$ cat config.mk
export PLATFORM = sky130hd
export DESIGN_NAME = erm_queue
export DESIGN_NICKNAME = d
export VERILOG_FILES = /design/src/rtl/core/erm_queue.sv
export SDC_FILE = /design/constraint.sdc
export NUM_CORES = 1
export LEC_CHECK = 0
export BUFFER_PORTS_ARGS = -buffer_cell sky130_fd_sc_hd__buf_2
export CAP_MARGIN = 20
export CORE_MARGIN = 2
export CORE_UTILIZATION = 49
export CTS_CLUSTER_DIAMETER = 50
export DETAILED_ROUTE_END_ITERATION = 8
export PLACE_DENSITY = 0.73
export SYNTH_ARGS = -nofsm -noshare
export SYNTH_HDL_FRONTEND = slang
export SYNTH_SLANG_ARGS = --single-unit
$ cat constraint.sdc
create_clock -name clock -period 1.9 [get_ports clock]
set_input_delay 0.38 -clock clock [delete_from_list [all_inputs] [get_ports clock]]
set_output_delay 0.38 -clock clock [all_outputs]
set_load 0.005 [all_outputs]
$ cat src/rtl/core/erm_queue.sv
// Small first-in first-out queue on a register array.
// Depends on nothing but its parameters.
module erm_queue #(
   parameter int WIDTH = 8,
   parameter int DEPTH = 4
) (
   input  logic                       clock,
   input  logic                       reset,
   input  logic                       push,
   input  logic [WIDTH-1:0]           wdata,
   output logic                       full,
   input  logic                       pop,
   output logic [WIDTH-1:0]           rdata,
   output logic                       empty,
   output logic [$clog2(DEPTH):0]     count
);
   localparam int AW = $clog2(DEPTH);

   logic [WIDTH-1:0] mem_ff [DEPTH];
   logic [AW-1:0]    wr_ptr_ff, wr_ptr_in;
   logic [AW-1:0]    rd_ptr_ff, rd_ptr_in;
   logic [AW:0]      count_ff, count_in;
   logic             do_push, do_pop;

   assign full    = (count_ff == (AW+1)'(DEPTH));
   assign empty   = (count_ff == '0);
   assign count   = count_ff;
   assign rdata   = mem_ff[rd_ptr_ff];
   assign do_push = push && !full;
   assign do_pop  = pop && !empty;

   always_comb begin
      wr_ptr_in = do_push ? wr_ptr_ff + 1'b1 : wr_ptr_ff;
      rd_ptr_in = do_pop ? rd_ptr_ff + 1'b1 : rd_ptr_ff;
      count_in  = count_ff + (AW+1)'(do_push) - (AW+1)'(do_pop);
   end

   always_ff @(posedge clock) begin
      if (reset) begin
         wr_ptr_ff <= '0;
         rd_ptr_ff <= '0;
         count_ff  <= '0;
      end else begin
         wr_ptr_ff <= wr_ptr_in;
         rd_ptr_ff <= rd_ptr_in;
         count_ff  <= count_in;
      end
   end

   always_ff @(posedge clock) begin
      if (do_push) begin
         mem_ff[wr_ptr_ff] <= wdata;
      end
   end
endmodule

==> out/qor.txt <==
grt total ovfl - 0
hold crit path type - in2reg
Post-DP Area - 1884 sq um
unrepaired setup endpoints after global routing - yes
Main synth FF type - edfxtp_1
Cell Area, Synth - 1634 sq um
leakage - 0.7659 nW
Max-slew headroom - 0.7269
Post-synth ARST share - 0
CP Class - reg2reg
crit-path max FO - 3
largest family of logic cells by synthesized area - multiplexers
CP most frequent cell - inv_1
port bufs - 24
worst setup margin - -0.06458 ns
Yosys top cell area share - 0.5881
initial core utilization - 0.5266
DP Wirelength - 1828 um
nets - 152
DR vias - 880
row cnt - 20
Die Area - 3812 sq um
commonest non-fill, non-tap cell in the layout - edfxtp_1
Max Buffers Root-to-Sink - 2
slowest CP cell - fa_2
final antenna-violating net count - 0
Die W - 61.75 um
global-route wire length before repair - 4140 um
xor/xnor share of the synthesized area - 0.01608
CP startpoint kind - flip-flop
Overall Global Routing Usage - 0.1637
Finish-stage setup viols - 1
violated checks - negative setup slack
Final min period - 1.965 ns
dpl ws - -0.1271 ns
syn_area_per_cell - 17.57 sq um
number of synthesized register bits - 41
post-synthesis compound-gate area fraction - 0.01991
Crit. End Element - flip-flop
run status - finished, violations left
final core occ - 0.6492
worst clock skew - 0.009609 ns
Antenna diodes - 0
crit-path cells - o31ai_4, inv_1, ha_1, inv_1, ha_2, fa_2, xnor2_2, xnor2_1, nor2_1
number of global-route vias before repair - 861
cells after synthesis - 93
Post-synth EDFFs - 32
Adder-Cell Fraction of Synth Area - 0.05819
Root Driver - clkbuf_4
post-route cell area - 2014 sq um
pwr dens - 1231 nW/um^2
crit share post-route - 1.034
residual DRC count - 0
Netlist cell types - 24
CP max stage delay - 0.37 ns
simple-gate share of the synthesized area - 0.06508
Worst VDD drop - 0.0007413 V
Max Fclk - 509.0 MHz
WL/cell - 14.34 um
Synth-to-Final Area Change - 23.28%
MaxCap Viol Count - 0
vias per cell - 4.944
initial antenna violation count - 0
Hold Buf Count CTS - 0
Slew Limit Fails - 0
clock sinks - 41
most frequent cells in the layout - edfxtp_1, buf_2, buf_4
RD Place Congestion - 0.6909
Core Area - 3103 sq um
Synth Net Count - 112
Worst-path clk slew - 0.12 ns
mux cell area share after synthesis - 0.1164
Fin. Hold Viols - 0
ranking of synthesized cells by area - edfxtp_1, dfxtp_1, mux4_2
final wirelength - 2552 um
TritonRoute pass-1 iters - 4
Crit path arrival time - 2.20 ns
Slew @ Worst Pin - 0.4097 ns
DIE HEIGHT - 61.75 um
layout cells sized above 1 - 0.4701
Seq/Total Area, Yosys - 0.6983
CTS tree - yes
post-synth top area cell - edfxtp_1
Crit path required time - 2.13 ns
setup TNS - -0.06458 ns
largest net degree at the start of global routing - 14
io pins - 25
CTS Buf Count - 5
Yosys warnings - 0
Detailed Route Iter0 Violations - 35
htree depth - 2
latest clock arrival within the worst-skew pair - 0.34 ns
[critical path, delay by kind of cell, from the launching register on]
family	cells	cell delay, ns
buffers and inverters	2	0.11
adder cells (fa/ha/maj)	3	0.81
AND/OR/NAND/NOR	1	0.05
flip-flops	1	0.36
AO/OA/AOI/OAI	1	0.26
XOR/XNOR	2	0.28
[flip-flops by register name, summed over array words and instances, names as in the netlist, named ones only]
signal     flops
wr_ptr_ff      2
rd_ptr_ff      2
mem_ff        32
count          3
[metrics by stage]
| stage | power [mW] | hold slack (ns) | instances |
|---|---|---|---|
| final | 2.479 | 0.2474 | 178 |
| after global routing | 2.632 | 0.2320 | 178 |
| after CTS | 2.489 | 0.2318 | 178 |
| after detailed placement | 1.889 | 0.4836 | 168 |
| after global placement | 1.864 | 0.4746 | 168 |
| after floorplan | 1.601 | 0.4591 | 93 |
[routing by layer]
| metal | wire length [um] | global-route usage | vias to the layer above |
|---|---|---|---|
| met3 | 125 | 0.06211 | 6 |
| met4 | 40 | 0.06383 | 0 |
| li1 | - | - | 423 |
| met5 | 0 | 0 | - |
| met1 | 1018 | 0.1837 | 430 |
| met2 | 1368 | 0.2827 | 21 |
[layout make-up]
cell class | count | area, sq um
Inverter | 8 | 30.03
Multi-Input combinational cell | 41 | 478.0
Clock inverter | 2 | 35.03
Timing Repair Buffer | 36 | 222.7
Clock buffer | 6 | 41.29
Tap cell | 44 | 55.05
Fill cell | 232 | 1089
Sequential cell | 41 | 1152
[worst paths after layout]
path	slack (ns)	endpoint	cells after the start	startpoint
worst min register to register	0.49	flip-flop	2	rd_ptr_ff[1]
worst max-delay path	-0.06	count[2]	9	count[2]
worst max register to register	-0.06	count[2]	9	count[2]
worst min-delay path	0.25	mem_ff[3][6]	1	wdata[6]
[cell families after synthesis]
logic type	after synthesis
flops	41
mux	9
compound gates	5
fa+ha+maj	7
simple gates	17
buf+inv	11
xor+xnor	3
[cell usage after synthesis (2+ instances only)]
cell type / instances
edfxtp_1: 32
dfxtp_1: 9
inv_1: 8
mux4_2: 8
ha_1: 6
and2_1: 4
nor2_1: 3
a21oi_1: 2
nand2b_1: 2
nor2b_1: 2
o21ai_0: 2
or3_1: 2
xnor2_1: 2
[timing repair]
item                       in CTS  in global routing
resized for setup               7                  3
buffers inserted                2                  0
pin swaps                       4                  0
setup endpoints to repair      10                 10
[power by group]
group	leakage, nW	total [mW]	internal (mW)	switching, mW
Sequential	0.370	1.19	1.10	0.0849
Clock	0.0422	0.536	0.276	0.260
Combinational	0.354	0.756	0.447	0.308
Total	0.766	2.48	1.83	0.653
No activity file was read; power rests on OpenSTA's default activity.
