**config.mk**
```make
export PLATFORM = sky130hd
export DESIGN_NAME = erm_front
export DESIGN_NICKNAME = d
export VERILOG_FILES = /design/src/rtl/core/erm_pkg.sv /design/src/rtl/core/erm_front.sv
export SDC_FILE = /design/constraint.sdc
export NUM_CORES = 1
export LEC_CHECK = 0
export BUFFER_PORTS_ARGS = -buffer_cell sky130_fd_sc_hd__buf_2
export CELL_PAD_IN_SITES_DETAIL_PLACEMENT = 1
export CELL_PAD_IN_SITES_GLOBAL_PLACEMENT = 1
export CORE_AREA = 4 4 79 81
export DETAILED_ROUTE_END_ITERATION = 10
export DIE_AREA = 0 0 83 85
export PLACE_DENSITY = 0.9
export RECOVER_POWER = 25
export SYNTH_ARGS = -nofsm -noshare
export SYNTH_HDL_FRONTEND = slang
export SYNTH_SLANG_ARGS = --single-unit
```
**constraint.sdc**
```tcl
create_clock -name vclk -period 4.9
set_clock_uncertainty 0.15 [all_clocks]
set_input_delay 0.98 -clock vclk [all_inputs]
set_output_delay 0.98 -clock vclk [all_outputs]
set_load 0.03 [all_outputs]
```
**src/rtl/core/erm_pkg.sv**
```systemverilog
// Shared types, constants and fixed-point helpers for the Euler rotation matrix block.
// Depends on nothing; every other file in rtl/core except erm_queue uses it.
package erm_pkg;

   localparam int ANGLE_BITS_DEF = 16;
   localparam int FRAC_BITS_DEF  = 14;

   // Internal sines and cosines are Q1.30
   localparam logic [30:0] P_ONE   = 31'd1073741824;
   localparam logic [29:0] PI4_Q30 = 30'd843314857;
   localparam logic [29:0] OCT_SPAN = 30'd536870912;

   localparam int N_TERMS   = 6;
   localparam int SC_LAT    = 2 + 3 * N_TERMS + 2;
   localparam int BK_LAT    = SC_LAT + 4;
   localparam int MIDQ_DEPTH = 4;
   localparam int OUTQ_DEPTH = 32;

   localparam int LANE_SIN = 0;
   localparam int LANE_COS = 1;

   // Horner divisors, sine lane then cosine lane
   localparam logic [7:0] DIV_TAB [2][N_TERMS] = '{
      '{8'd156, 8'd110, 8'd72, 8'd42, 8'd20, 8'd6},
      '{8'd132, 8'd90,  8'd56, 8'd30, 8'd12, 8'd2}
   };

   // floor(2^32 / divisor)
   localparam logic [31:0] RECIP_TAB [2][N_TERMS] = '{
      '{32'((33'd1 << 32) / 33'd156), 32'((33'd1 << 32) / 33'd110),
        32'((33'd1 << 32) / 33'd72),  32'((33'd1 << 32) / 33'd42),
        32'((33'd1 << 32) / 33'd20),  32'((33'd1 << 32) / 33'd6)},
      '{32'((33'd1 << 32) / 33'd132), 32'((33'd1 << 32) / 33'd90),
        32'((33'd1 << 32) / 33'd56),  32'((33'd1 << 32) / 33'd30),
        32'((33'd1 << 32) / 33'd12),  32'((33'd1 << 32) / 33'd2)}
   };

   // One angle after classification: octant and folded residue
   typedef struct packed {
      logic [2:0]  oct;
      logic [29:0] res;
   } class_type;

   typedef class_type [2:0] class_word_type;

   // Signed Q1.30 product, rounded half away from zero
   function automatic logic signed [31:0] mul_q30(input logic signed [31:0] a,
                                                  input logic signed [31:0] b);
      logic        neg;
      logic [30:0] ua;
      logic [30:0] ub;
      logic [61:0] prod;
      logic [31:0] mag;
      neg  = a[31] ^ b[31];
      ua   = a[31] ? 31'(-a) : 31'(a);
      ub   = b[31] ? 31'(-b) : 31'(b);
      prod = (62'(ua) * 62'(ub) + (62'd1 << 29)) >> 30;
      mag  = 32'(prod);
      return neg ? -$signed(mag) : $signed(mag);
   endfunction

endpackage

```
**src/rtl/core/erm_front.sv**
```systemverilog
// Front end: splits each angle into an octant and a folded residue.
// Depends on erm_pkg.
module erm_front #(
   parameter int ANGLE_BITS = erm_pkg::ANGLE_BITS_DEF
) (
   input  logic [ANGLE_BITS-1:0]   angle_x,
   input  logic [ANGLE_BITS-1:0]   angle_y,
   input  logic [ANGLE_BITS-1:0]   angle_z,
   output erm_pkg::class_word_type cls
);
   logic [31:0] turn [3];

   always_comb begin
      turn[0] = 32'(angle_x) << (32 - ANGLE_BITS);
      turn[1] = 32'(angle_y) << (32 - ANGLE_BITS);
      turn[2] = 32'(angle_z) << (32 - ANGLE_BITS);
      for (int i = 0; i < 3; i++) begin
         cls[i].oct = turn[i][31:29];
         // fold odd octants so the residue runs toward the octant start
         cls[i].res = turn[i][29] ? erm_pkg::OCT_SPAN - 30'(turn[i][28:0])
                                  : 30'(turn[i][28:0]);
      end
   end
endmodule

```
==> metrics.md, run 1 <==
| Metric | Value |
|---|---|
| Internal power | `0.06291 mW` |
| Post CTS Setup Buffer Count | `0` |
| Outcome | `completed` |
| Max-slew violations | `0` |
| Most frequent cells after synthesis | `buf_4, xnor2_1, o31ai_1` |
| Top cells by area, synth | `buf_4, xnor2_1, o31ai_1` |
| Reg area | `0 sq um` |
| Syn avg cell area | `7.574 sq um` |
| Switching power | `0.1763 mW` |
| Yosys top cell area share | `approximately a third` |
| Fmax | `about 260 MHz` |
| Initial Util | `23.39%` |
| Pwr Density | `160.4 mW/mm^2` |
| Clk pwr share | `0%` |
| N_diodes | `0` |
| RSZ-0062 raised after global routing | `false` |
| Setup slack after layout | `1.061 ns` |
| Worst EP arrival | `roughly 2.7 ns` |
| Hold path start | `angle_x[14]` |
| Post-Route WL | `around 3800 um` |
| Core ar. | `0.005473 sq mm` |
| Post-synth top area cell | `buf_4` |
| Area of the multi-input gates | `950.9 sq um` |
| Cells after synthesis | `~170` |
| Startpoint Class | `input port` |
| Synth warn | `0` |
| Final period util | `78.35%` |
| Ports | `147` |
| Fraction of layout cells with a size suffix above 1 | `between 40% and 50%` |
| Largest net degree at the start of global routing | `16` |
| DP HPWL | `3480 um` |
| Vias in the first global route | `1269` |
| Combinational Power Share | `100.0%` |
| Critical Path RT | `3.77 ns` |
| Count leader, synth | `buf_4` |
| IO buf count | `between 80 and 90` |
| Routability cong. | `0.7432` |
| Place WS | `1.046 ns` |
| Period minus WS final | `3.839 ns` |
| Die height | `85 um` |
| Rows | `27` |
| Final setup viols | `0` |
| DR DRC count | `0` |
| Leakage | `0.7140 nW` |
| DR vias/cell | `around 4.1` |
| Post-synth cell types | `20` |
| Sw Share | `73.70%` |
| Seq/Total Area, Yosys | `0%` |
| Seq cells | `0` |
| Initial antenna violation count | `0` |
| DR WL/cell | `12.37 um` |
| Area delta synth->final | `16.52%` |
| GRT overflow | `0` |
| Routed Antenna Nets | `0` |
| CTS Hold Bufs | `0` |
| Resized cells post-CTS | `0` |
| Clock buf count | `0` |
| Flop pwr share | `0%` |
| Via Count | `about 1.3k` |
| Setup CP Type | `in -> out` |
| Critical Path Fanout Max | `5` |
| Post-Syn Area | `0.001280 sq mm` |
| Critical Path End Type | `output port` |
| Global-route wire length before repair | `approximately 6000 um` |
| Nets | `290` |
| GR Util All Layers | `9.261%` |
| TritonRoute pass-1 iters | `4` |
| Hold Path Stages | `0` |
| Fillers | `749` |
| Hold Path Sink | `cls[31]` |
| Initial drt markers | `20` |
| Post-route setup TNS | `0 ns` |
| Final hold violation count | `0` |
| Worst min path class | `in -> out` |
| Max-cap violation count | `0` |
| Die ar. | `0.007055 sq mm` |
| Die Wd | `between 80 and 90 um` |
| Peak VDD IR | `44.22 uV` |
## layout by cell type (no fill, tap or decap), drive strengths merged
| cell | instances |
|---|---|
| o41ai | 7 |
| or4 | 8 |
| nor3b | 3 |
| ha | 3 |
| conb | 48 |
| o21ai | 9 |
| buf | 81 |
| inv | 6 |
| nand2b | 3 |
| nand2 | 6 |
| clkbuf | 6 |
| xnor2 | 33 |
| or3b | 3 |
| or2 | 1 |
| or3 | 6 |
| o31ai | 14 |
## worst max-delay path by stage
stage / end / startpoint / slack (ns)
after floorplan: cls[62] / angle_y[6] / 1.29
after global placement: cls[94] / angle_z[0] / 1.12
after detailed placement: cls[61] / angle_y[1] / 1.05
after CTS: cls[61] / angle_y[1] / 1.04
after global routing: cls[61] / angle_y[1] / 0.94
final: cls[61] / angle_y[1] / 1.06
## metal layers
layer  GRT usage (%)  part of all wire [%]
met1           10.01                    35
met4          0.5944                  0.50
met2           19.02                    56
met5               0                     0
met3           1.942                   9.1
## cell type report
class / count / area share (%)
inverters: 6 / 1.510
multi-input cells: 144 / 63.76
well taps: 72 / 6.040
repair buffers: 87 / 28.69
## metrics by stage
stage / power [mW] / hold slack (ns) / utilization, % / instances / area, sq um
global placement: 0.2360 / 1.810 / 27.39 / 309 / 1499
floorplan: 0.2132 / 1.878 / - / 216 / 1456
finish: 0.2392 / 1.810 / 27.25 / 309 / 1491
CTS: 0.2415 / 1.810 / 27.39 / 309 / 1499
global route: 0.2549 / 1.810 / 27.25 / 309 / 1491
detailed placement: 0.2409 / 1.810 / 27.39 / 309 / 1499
## power groups by stage
stage	Combinational (mW)	Clock [mW]	Sequential [mW]
floorplan	0.213	0	0
global placement	0.236	0	0
detailed placement	0.241	0	0
CTS	0.242	0	0
global route	0.255	0	0
finish	0.239	0	0
## critical path, stage by stage
cell and delay (ns):
buf_2 0.11, inv_1 0.07, ha_1 0.14, or3b_2 0.51
o41ai_1 0.48, xnor2_1 0.18, buf_2 0.23
## logic make-up after synthesis
group / count (synthesis) / synth area share (%)
other: 1 / 0.2930
XOR/XNOR: 33 / 22.58
adder cells (fa/ha/maj): 3 / 2.933
AO/OA/AOI/OAI: 30 / 16.52
buffers and inverters: 72 / 39.49
AND/OR/NAND/NOR: 30 / 18.18
(Power assumes the default switching activity.)
==> run 2, diff against run 1 <==
--- a/config.mk
+++ b/config.mk
@@ -8,10 +8,10 @@
 export BUFFER_PORTS_ARGS = -buffer_cell sky130_fd_sc_hd__buf_2
 export CELL_PAD_IN_SITES_DETAIL_PLACEMENT = 1
 export CELL_PAD_IN_SITES_GLOBAL_PLACEMENT = 1
-export CORE_AREA = 4 4 79 81
+export CORE_AREA = 4 4 82 84
 export DETAILED_ROUTE_END_ITERATION = 10
-export DIE_AREA = 0 0 83 85
-export PLACE_DENSITY = 0.9
+export DIE_AREA = 0 0 86 88
+export PLACE_DENSITY = 0.84
 export RECOVER_POWER = 25
 export SYNTH_ARGS = -nofsm -noshare
 export SYNTH_HDL_FRONTEND = slang
==> constraint.sdc (replaced) <==
create_clock -name vclk -period 3.9
set_clock_uncertainty 0.15 [all_clocks]
set_input_delay 0.78 -clock vclk [all_inputs]
set_output_delay 0.78 -clock vclk [all_outputs]
set_load 0.03 [all_outputs]
==> metrics.md, run 2 (synthesis gave the netlist of run 1 again) <==
| Metric | Value |
|---|---|
| RSZ-0062 raised after global routing | `false (unchanged)` |
| Global-route wire length before repair | `5257 um (was 5858 um)` |
| Final period util | `86.76%` |
| Resized cells post-CTS | `0 (unchanged)` |
| Non-Filler Instances | `312 (was 309)` |
| Vias in the first global route | `1239 (was 1269)` |
| DP HPWL | `3107 um (was 3480 um)` |
| Place WS | `0.5166 ns (was 1.046 ns)` |
| GRT met2 Usage | `16.75% (was 19.02%)` |
| Core ar. | `0.005921 sq mm (was 0.005473 sq mm)` |
| Setup CP Type | `in -> out (unchanged)` |
| Fillers | `789 (was 749)` |
| Ports | `147 (unchanged)` |
| CTS Hold Bufs | `0 (unchanged)` |
| Seq cells | `0 (unchanged)` |
| Commonest non-fill, non-tap cell in the layout | `buf_2 (unchanged)` |
| GRT overflow | `0 (unchanged)` |
| Peak VDD IR | `69.51 uV (was 44.22 uV)` |
| Post-route setup TNS | `0 ns (unchanged)` |
| Setup slack after layout | `0.5165 ns (was 1.061 ns)` |
| Rows | `28 (was 27)` |
| Critical path origin | `angle_y[1] (unchanged)` |
| Fmax | `roughly 300 MHz` |
| Area delta synth->final | `16.81% (was 16.52%)` |
| Die Wd | `86 um (was 83 um)` |
| Worst EP arrival | `2.45 ns (was 2.71 ns)` |
| Pwr Density | `199.0 mW/mm^2 (was 160.4 mW/mm^2)` |
| Final hold violation count | `0 (unchanged)` |
| TritonRoute pass-1 iters | `4 (unchanged)` |
| Post-Route WL | `3458 um (was 3822 um)` |
| Fraction of layout cells with a size suffix above 1 | `40.08% (unchanged)` |
| IO buf count | `87 (unchanged)` |
| Critical Path Fanout Max | `5 (unchanged)` |
| DR WL/cell | `11.08 um (was 12.37 um)` |
| Nets | `290 (unchanged)` |
| Critical Path RT | `2.97 ns (was 3.77 ns)` |
| Initial antenna violation count | `0 (unchanged)` |
| N_diodes | `0 (unchanged)` |
| Die height | `88 um (was 85 um)` |
| Largest net degree at the start of global routing | `16 (unchanged)` |
| Max-slew violations | `0 (unchanged)` |
| Reg area | `0 sq um (unchanged)` |
| Routability cong. | `0.7344 (was 0.7432)` |
| Design area | `0.001495 sq mm (was 0.001491 sq mm)` |
| Initial drt markers | `5 (was 20)` |
| Startpoint Class | `input port (unchanged)` |
| Clock buf count | `0 (unchanged)` |
| Hold Path Sink | `cls[31] (unchanged)` |
| Critical Path End Type | `output port (unchanged)` |
| Leakage | `0.7140 nW (unchanged)` |
| Hold Path Stages | `0 (unchanged)` |
| Met3 usage | `1.317% (was 1.942%)` |
| Via Count | `1273 (was 1281)` |
| Initial Util | `21.62% (was 23.39%)` |
| Period minus WS final | `3.384 ns` |
| Fin Hold WS | `1.410 ns (was 1.810 ns)` |
| Placed instance area | `0.001503 sq mm (was 0.001499 sq mm)` |
| Post CTS Setup Buffer Count | `0 (unchanged)` |
| Worst min path class | `in -> out (unchanged)` |
| Max-cap violation count | `0 (unchanged)` |
| DR vias/cell | `4.080 (was 4.146)` |
| DR DRC count | `0 (unchanged)` |
| Most frequent cells in the layout | `buf_2, conb_1, xnor2_1, o31ai_1, o21ai_0 (unchanged)` |
| Die ar. | `0.007568 sq mm (was 0.007055 sq mm)` |
| GR Util All Layers | `7.914% (was 9.261%)` |
| Routed Antenna Nets | `0 (unchanged)` |
| Hold path start | `angle_x[14] (unchanged)` |
| Outcome | `completed (unchanged)` |
| Most Crowded Layer GR | `met2 (unchanged)` |
| Final setup viols | `0 (unchanged)` |
| Inst Count DP | `312 (was 309)` |
| Met1 usage | `8.259% (was 10.01%)` |
==> run 2: cell counts in the layout (fill, tap and decap cells not counted) <==
No cell type changed its count.
==> run 2: cell type report <==
class                      instances  area (sq um)  area share, %
tap                               75         93.84          6.276
inverter                           6         22.52          1.506
multi-input combinational        144         950.9          63.60
timing repair buffer              87         427.9          28.62
==> run 2: per-layer routing <==
layer | wire length (um) | up-vias
met3 | 457 | 2
met5 | 0 | -
met1 | 1206 | 572
met4 | 27 | 0
li1 | - | 616
met2 | 1767 | 83
==> run 2: worst max-delay path by stage <==
stage / slack [ns] / endpoint / cells after the start
after CTS: 0.50 / cls[61] / 7
after global routing: 0.41 / cls[61] / 7
after global placement: 0.51 / cls[61] / 7
after floorplan: 0.69 / cls[62] / 4
final: 0.52 / cls[61] / 7
after detailed placement: 0.52 / cls[61] / 7
==> run 2: metrics by stage <==
step / utilization, % / total power, mW
after CTS: 25.38 / 0.2999
after global placement: 25.38 / 0.2963
after floorplan: - / 0.2679
final: 25.25 / 0.2975
after detailed placement: 25.38 / 0.2988
after global routing: 25.25 / 0.3179
==> run 2: critical path: stages <==
cell and delay (ns):
buf_2 0.11, inv_1 0.06, ha_1 0.14, or3b_2 0.52, o41ai_1 0.47, xnor2_1 0.16
buf_2 0.21
==> run 2: power by group <==
group | internal [mW] | switching [mW] | total [mW] | leakage [nW]
clock | 0 | 0 | 0 | 0
combinational | 0.0790 | 0.219 | 0.298 | 0.714
sequential | 0 | 0 | 0 | 0
total | 0.0790 | 0.219 | 0.298 | 0.714
